===== config.mk =====
export PLATFORM = sky130hd
export DESIGN_NAME = lruk_cmp
export DESIGN_NICKNAME = d
export VERILOG_FILES = /design/src/lruk_cmp.sv
export SDC_FILE = /design/constraint.sdc
export NUM_CORES = 1
export LEC_CHECK = 0
export ABC_AREA = 1
export BUFFER_PORTS_ARGS = -buffer_cell sky130_fd_sc_hd__buf_4
export CELL_PAD_IN_SITES_DETAIL_PLACEMENT = 1
export CELL_PAD_IN_SITES_GLOBAL_PLACEMENT = 1
export CORE_UTILIZATION = 37
export CTS_CLUSTER_SIZE = 24
export DETAILED_ROUTE_END_ITERATION = 8
export PLACE_DENSITY_LB_ADDON = 0.08
export SYNTH_ARGS = -nofsm -noshare
export SYNTH_HDL_FRONTEND = slang
export SYNTH_SLANG_ARGS = --single-unit

===== constraint.sdc =====
create_clock -name aclk -period 2.42 [get_ports aclk]
set_input_delay 0.121 -clock aclk [delete_from_list [all_inputs] [get_ports aclk]]
set_output_delay 0.121 -clock aclk [all_outputs]
set_load 0.01 [all_outputs]

===== src/lruk_cmp.sv =====
// Stamp comparator with running-minimum registers for one class.
module lruk_cmp #(
    parameter int STAMP_BITS = 32,
    parameter int FW         = 6
) (
    input  logic                  aclk,
    input  logic                  clr,
    input  logic                  en,
    input  logic [STAMP_BITS-1:0] stamp,
    input  logic [FW-1:0]         frame,
    output logic                  found,
    output logic [FW-1:0]         best_frame
);
    logic                  found_reg;
    logic [STAMP_BITS-1:0] best_ts_reg;
    logic [FW-1:0]         best_f_reg;

    // strict less keeps the lowest frame on ties (frames scanned ascending)
    always_ff @(posedge aclk) begin
        if (clr) begin
            found_reg <= 1'b0;
        end else if (en && (!found_reg || stamp < best_ts_reg)) begin
            found_reg   <= 1'b1;
            best_ts_reg <= stamp;
            best_f_reg  <= frame;
        end
    end

    assign found      = found_reg;
    assign best_frame = best_f_reg;
endmodule


# --- Word-level counts from Yosys, hierarchy flattened ---
# Index checks and enable logic that the tools add are counted.
classes:
  order_cmp: 1
  n_bitwise: 1
  reduce_logical: 4
ops:
  columns: ["cell", "n"]
  rows:
  - ["< comparator 32 bit", 1]
  - ["AND reduction 2 bit", 1]
  - ["logical AND 1 bit", 1]
  - ["zero test 1 bit", 1]
  - ["logical OR 1 bit", 1]
  - ["inverter 1 bit", 1]
word_totals:
  register_bits: 39
  elab_cells: 9

# --- Longest topological paths before layout ---
# Gate-level depths: netlist of the first run.
depth:
  depth_word: 4
  depth_mapped: 13
  mapped_depth_nobuf: 13

# --- Least setup slack after synthesis of the first run ---
# No wires, ideal clock.
synth_timing:
  kind: "flip-flop to flip-flop"
  startpoint: "register best_ts_reg[21]"
  endpoint: "register best_f_reg[0], in the netlist best_frame[0], enable pin"
  setup_time_ps: 409
  t_arrival_ps: 2255
  t_required_ps: 2011
  path_slack_ps: -243
  stages_incl_launch_ff: 10
  path_cell_list: "edfxtp_1 inv_1 ha_1 a21oi_1 nor2_1 nor2_1 nand3_1 a21oi_2 nand2_1 a21oi_2"
synth_via:
  elab_chain_cells: 4
synth_lines:
  columns: ["item", "line", "source"]
  rows:
  - ["start, declared", "15", "logic [STAMP_BITS-1:0] best_ts_reg;"]
  - ["start signal, assigned", "24", "best_ts_reg <= stamp;"]
  - ["< comparator 32 bit", "22", "end else if (en && (!found_reg || stamp < best_ts_reg)) begin"]
  - ["logical OR 1 bit", "22", null]
  - ["logical AND 1 bit", "22", null]
  - ["AND reduction 2 bit (no source line)", null, null]
  - ["end signal, assigned", "25", "best_f_reg <= frame;"]
  - ["end, declared", "16", "logic [FW-1:0] best_f_reg;"]
# Every way passes these cells.
# A chain may end at the register's enable or synchronous reset.

# --- Worst setup path after layout of the first run ---
layout_timing:
  startpoint: "input port stamp[21]"
  endpoint: "register best_ts_reg[3], enable pin"
layout_via:
  elab_chain_cells: 4
layout_lines:
  columns: ["item", "line", "source"]
  rows:
  - ["start, declared", "9", "input logic [STAMP_BITS-1:0] stamp,"]
  - ["< comparator 32 bit", "22", null]
  - ["logical OR 1 bit", "22", null]
  - ["logical AND 1 bit", "22", null]
  - ["AND reduction 2 bit (no source line)", null, null]
# Every way passes these cells.

==> results of run 1 <==
layout make-up:
type | instances | area [um^2]
fillers | 562 | 2520
flip-flops and latches | 39 | 1160
multi-input cells | 97 | 707
repair buffers | 55 | 440
inverters | 41 | 154
clock buffers | 7 | 96.3
well taps | 70 | 87.6
clock inverters | 1 | 7.51
stage by stage:
| step | instances | area, um^2 | setup WS [ns] | hold WS, ns |
|---|---|---|---|---|
| final | 310 | 2650 | 0.326 | 0.0175 |
| after global routing | 310 | 2650 | 0.198 | 0.00330 |
| after CTS | 308 | 2630 | 0.420 | 0.000430 |
| after detailed placement | 296 | 2490 | 0.458 | 0.293 |
| after global placement | 296 | 2490 | 0.488 | 0.283 |
| after floorplan | 177 | 2020 | 0.194 | 0.190 |
cell usage in the layout (no fill, tap or decap), types with 2 or more instances in the layout:
cell,Yosys,routed
dlygate4sd3_1,0,6
a21oi_1,12,12
o21ai_0,3,3
ha_1,31,31
a21oi_2,5,4
clkbuf_8,0,7
buf_4,0,48
nand3_1,2,2
nand2_1,30,30
edfxtp_1,38,38
nor2_1,8,8
inv_1,41,41
cells by family (layout without fill, tap and decap cells):
family                     after synthesis  after routing  share of synthesized area, %
and+or+nand+nor                         44             44                          8.94
buffers and inverters                   41            104                          7.64
DFF                                     39             39                          57.6
adders and majority gates               31             31                          19.3
AOI/OAI and AO/OA                       22             22                          6.52
power groups by stage:
stage	Combinational [mW]	Clock (mW)	Sequential, mW
2_1_floorplan	0.103	0	0.803
3_5_place_dp	0.211	0	0.802
6_report	0.216	0.485	0.787
5_1_grt	0.250	0.523	0.790
3_3_place_gp	0.199	0	0.801
4_1_cts	0.220	0.506	0.787
path summary, 6_finish.rpt:
path	from	end
setup reg to reg	best_ts_reg[11]	best_ts_reg[3]
hold / removal	frame[3]	best_frame[3]
setup / recovery	stamp[21]	best_ts_reg[3]
hold reg to reg	found	found
repair_timing:
action / CTS / global route
hold endpoints to repair: 4 / 2
hold buffers: 4 / 2
setup endpoints to repair: 0 / 0
per-layer routing:
metal / up-vias / GRT usage (%) / part of all wire, %
met5: - / 0 / 0
met4: 0 / 6.17 / 1.5
met3: 6 / 3.70 / 3.9
met2: 31 / 26.8 / 52
met1: 675 / 19.0 / 43
li1: 712 / - / -
==> impl_results.md, run 1 <==
- NumNets Final: just over 300
- Largest net degree at the start of global routing: 29
- Switch share: 23.0%
- Row cnt: 26
- Internal: 1.15 mW
- Post-synth top area share: between 50% and 60%
- Post-Syn Area per Cell: 11.4 um^2
- Area Overhead vs Synth: 31.7%
- Clock network fraction of total power: 32.6%
- DRC: 0
- Total Power: 1.49 mW
- Peak VDD IR: 0.000330 V
- Die Width: 75.8 um
- Most used cell, CP: nor2_1
- Iteration-0 DRC Markers: 37
- Worst Hold Path Cells: 1
- Crit path kind: in -> reg
- Skew-Pair Late Insertion Delay: a little under 0.3 ns
- Final Cycle Share: 86.5%
- Count of final hold-check violations: 0
- Critical Path Slowest Stage Cell: dlygate4sd3_1
- Status: finished, final reports clean
- CTS tree: yes
- Worst-path cell chain: dlygate4sd3_1 -> buf_4 -> ha_1 -> a21oi_1 -> nor2_1 -> nor2_1 -> nand3_1 -> a21oi_2 -> nand2_1 -> a21oi_4 -> buf_12
- Setup repair bufs after CTS: 0
- Required time of the critical path: 2.41 ns
- Worst path max stage delay: approximately 0.54 ns
- Most area-consuming cells after synthesis: edfxtp_1, ha_1, inv_1
- Fin Clk Skew: between 0.006 and 0.007 ns
- Final Wtd Congestion: 0.757
- Maximum fanout along the worst path: 28
- Sequential fraction of the synthesis area: just under 60%
- Worst Path Buf+Inv: 3
- TritonCTS Buffers: 5
- Max reg flops: 32
- Worst path arrival time: between 2 and 2.5 ns
- First-pass DRT Iterations: 2
- Post-Route WL: roughly 4000 um
- Flop2flop setup slack: roughly 0.43 ns
- Synth Cell Area: 2010 um^2
- Via/cell ratio: 4.59
- Detailed placement HPWL: 3140 um
- Layout cell share with drive strength beyond 1: 26.7%
- CP Depth: 11
- Post-cts sizing count: 0
- Number of global-route vias before repair: 1464
- Clock tree buffer depth: 2
- Fraction of registers with async set/reset: 0%
- Sequential Power Share: roughly 53%
- Overall routing resource usage: 15.7%
- H-tree levels: 2
- GRT overflow: 0
- Post-layout minimum cycle time: 2.09 ns
- Clk root buf: clkbuf_8
- Worst Reg-to-Reg Cells: 10
- RSZ-0062 raised after global routing: no
- Vias: 1424
- Primary FF master, synth: edfxtp_1
- Critical Path End Type: flip-flop
- Power Dens Cells: between 500 and 600 nW/um^2
- First-pass GRT wire length: 6490 um
- Post-synth top cells: inv_1, edfxtp_1, ha_1
- Total negative setup slack: 0 ns
- Yosys reg bits: 39
- Slew Limit Fails: 0
- Delay-heaviest family, CP: buffers and inverters
- Fmax: 478 MHz
- Unique masters post-synth: 16
- Worst slew pin tran: 0.252 ns
- Final core utilization: 51.3%
- Die height: roughly 76 um
- Post-Syn Nets: 249
- Port Buf Inserts: 47
- Core region area: 5170 um^2
- I/O pin count: 48
- Initial Utilization: between 30% and 40%
- Synth area leader: edfxtp_1
- WL per Instance: 12.9 um
- Worst setup SP type: primary input
- Switching pwr: between 0.3 and 0.4 mW
- Antenna violations before repair: 0
- Die area: 5740 um^2
- Number of synthesized flops with an enable pin: 38
- ANT nets after route: 0
- Worst min path class: in -> reg
- Worst slew margin: 83.0%
- Setup Viol. Count Final: 0
- Mapped Cells: about 180
- Share of total power in combinational logic: 14.5%
- Count leader, synth: inv_1
- Max-cap viol count: 0
- N_diodes: 0
- Clock-pin slew on the worst setup and hold paths: 0.08 ns
- Leak: 1.27 nW
- CTS Sinks: 39
- Synth Warn #: 0
(Power assumes the default switching activity.)
==> run 2: changes to the inputs <==
- CORE_ASPECT_RATIO: not set -> 0.9
==> run 2 against run 1 <==
  * Non-clock buffer count unchanged
  * Global-route usage increased by 0.39 points
  * Critical path type is now reg -> reg
  * Final area is 0.94% lower
  * Maximum frequency is 2.4% higher
  * Die area about the same
  * Highest routed layer unchanged
  * First-iteration DRC count down 11%
  * Largest cell class unchanged
  * Via count decreased by 2.2%
  * Routed wire length rose by 2.4%
  * Total power decreased by 4.8%
  * Hold slack gained 0.0012 ns
  * Core utilization shrank 1.3 points
  * Combinational power barely moved
==> impl_results.md, run 2 (synthesized netlist as in run 1, its figures left out) <==
- Crit path kind: reg -> reg
- Share of total power in combinational logic: 15.4%
- Worst path arrival time: approximately 2 ns
- Final Wtd Congestion: slightly below 0.8
- DRC: 0
- Vias: 1392
- Max-cap viol count: 0
- Dpl cell area: approximately 2500 um^2
- Port Buf Inserts: 47
- H-tree levels: 2
- Worst setup SP type: flip-flop
- Count of final hold-check violations: 0
- Layout cell share with drive strength beyond 1: about 25%
- Slew Limit Fails: 0
- N_diodes: 0
- RSZ-0062 raised after global routing: no
- GRT overflow: 0
- TritonCTS Buffers: 5
- Die Width: roughly 80 um
- Clk root buf: clkbuf_8
- Post-route cell area: 2630 um^2
- I/O pin count: 48
- Setup repair bufs after CTS: 0
- CTS tree: yes
- Fin Clk Skew: 0.00496 ns
- Place WS: approximately 0.38 ns
- Overall routing resource usage: 16.0%
- Fin worst setup slack: 0.376 ns
- Post-Route WL: 4100 um
- Fmax: 489 MHz
- Antenna violations before repair: 0
- Clock network fraction of total power: ~29%
- Maximum fanout along the worst path: 38
- First-pass DRT Iterations: 4
- WL per Instance: between 10 and 15 um
- Internal: 1.08 mW
- Power Dens Cells: 539 nW/um^2
- Required time of the critical path: 2.40 ns
- Iteration-0 DRC Markers: 33
- Commonest non-fill, non-tap cell in the layout: buf_4
- Most frequent cells in the layout: buf_4, inv_1, edfxtp_1, ha_1, nand2_1
- Post-layout minimum cycle time: 2.04 ns
- Number of global-route vias before repair: 1554
- Worst min path class: in -> reg
- Worst slew margin: roughly 84%
- Status: finished, final reports clean
- Largest net degree at the start of global routing: 39
- NumNets Final: between 300 and 400
- First-pass GRT wire length: 6960 um
- Skew-Pair Late Insertion Delay: 0.28 ns
- Detailed placement HPWL: ~3100 um
- Die area: around 5700 um^2
- Sequential Power Share: a little under three fifths
- Worst slew pin tran: 0.237 ns
- Leak: between 1 and 1.5 nW
- Row cnt: 25
- Core region area: 5260 um^2
- Peak VDD IR: 0.000235 V
- Via/cell ratio: 4.53
- Area Overhead vs Synth: 30.5%
- Die height: slightly above 70 um
- Clock-pin slew on the worst setup and hold paths: around 0.070 ns
- Setup Viol. Count Final: 0
- Clock tree buffer depth: 2
- Final Cycle Share: 84.5%
- Switching pwr: 0.333 mW
- Critical Path End Type: flip-flop
- CTS Sinks: 39
- ANT nets after route: 0
- Total negative setup slack: 0 ns
- Max reg flops: 32
- Initial Utilization: 38.3%
- Switch share: between 20% and 30%
## run 2: cell types whose count changed in the layout (fill, tap and decap cells not counted), sizes merged
cell and change:
clkinv +2, buf -1, clkbuf -1, clkinvlp -1, dlygate4sd3 +1
## run 2: worst max-delay path, cell delays in order (launching register included)
cell and delay, ns:
edfxtp_1 0.38, inv_1 0.08, ha_1 0.25, a21oi_2 0.13
nor2_1 0.06, nor3_2 0.11, nand2_1 0.09, nand2_1 0.06
nand2_1 0.04, nand2_1 0.05, nand2_1 0.08, a21oi_4 0.15
buf_12 0.25
## run 2: per-stage QoR
stage,power [mW],hold WS (ns),util (%),instances
2_1_floorplan,0.906,0.190,-,177
3_3_place_gp,0.999,0.281,47.2,292
3_5_place_dp,1.01,0.286,47.2,292
4_1_cts,1.45,0.00254,49.8,306
5_1_grt,1.50,0.00146,50.0,307
6_report,1.42,0.0187,50.0,307
## run 2: final cells by class
class,count,area [um^2]
clock buffers,6,72.6
well taps,67,83.8
inverters,41,154
fillers,597,2630
multi-input cells,97,707
clock inverters,2,7.51
repair buffers,55,443
flip-flops and latches,39,1160
## run 2: repair_timing
action / 4_1_cts / 5_1_grt
hold endpoints to repair: 6 / 1
resized for setup: 0 / 0
hold buffers: 6 / 1
## run 2: path summary, 6_finish.rpt
path,from,end,slack (ns),depth (start not counted)
worst min-delay path,stamp[10],best_ts_reg[10],0.02,1
worst max-delay path,best_ts_reg[5],best_ts_reg[0],0.38,12
worst max register to register,best_ts_reg[5],best_ts_reg[0],0.38,12
worst min register to register,found,found,0.52,2
## run 2: power by group through the flow
stage               Sequential [mW]  Combinational, mW  Clock [mW]
floorplan                     0.803              0.103           0
global placement              0.801              0.198           0
detailed placement            0.802              0.212           0
CTS                           0.787              0.222       0.437
global route                  0.790              0.251       0.455
finish                        0.787              0.219       0.412
## run 2: routing by layer
| metal | vias to the layer above | routed length (um) | GRT usage (%) |
|---|---|---|---|
| met5 | - | 0 | 0 |
| met4 | 0 | 38 | 4.17 |
| met3 | 4 | 176 | 3.77 |
| met2 | 31 | 2150 | 28.7 |
| met1 | 644 | 1740 | 19.4 |
| li1 | 713 | - | - |
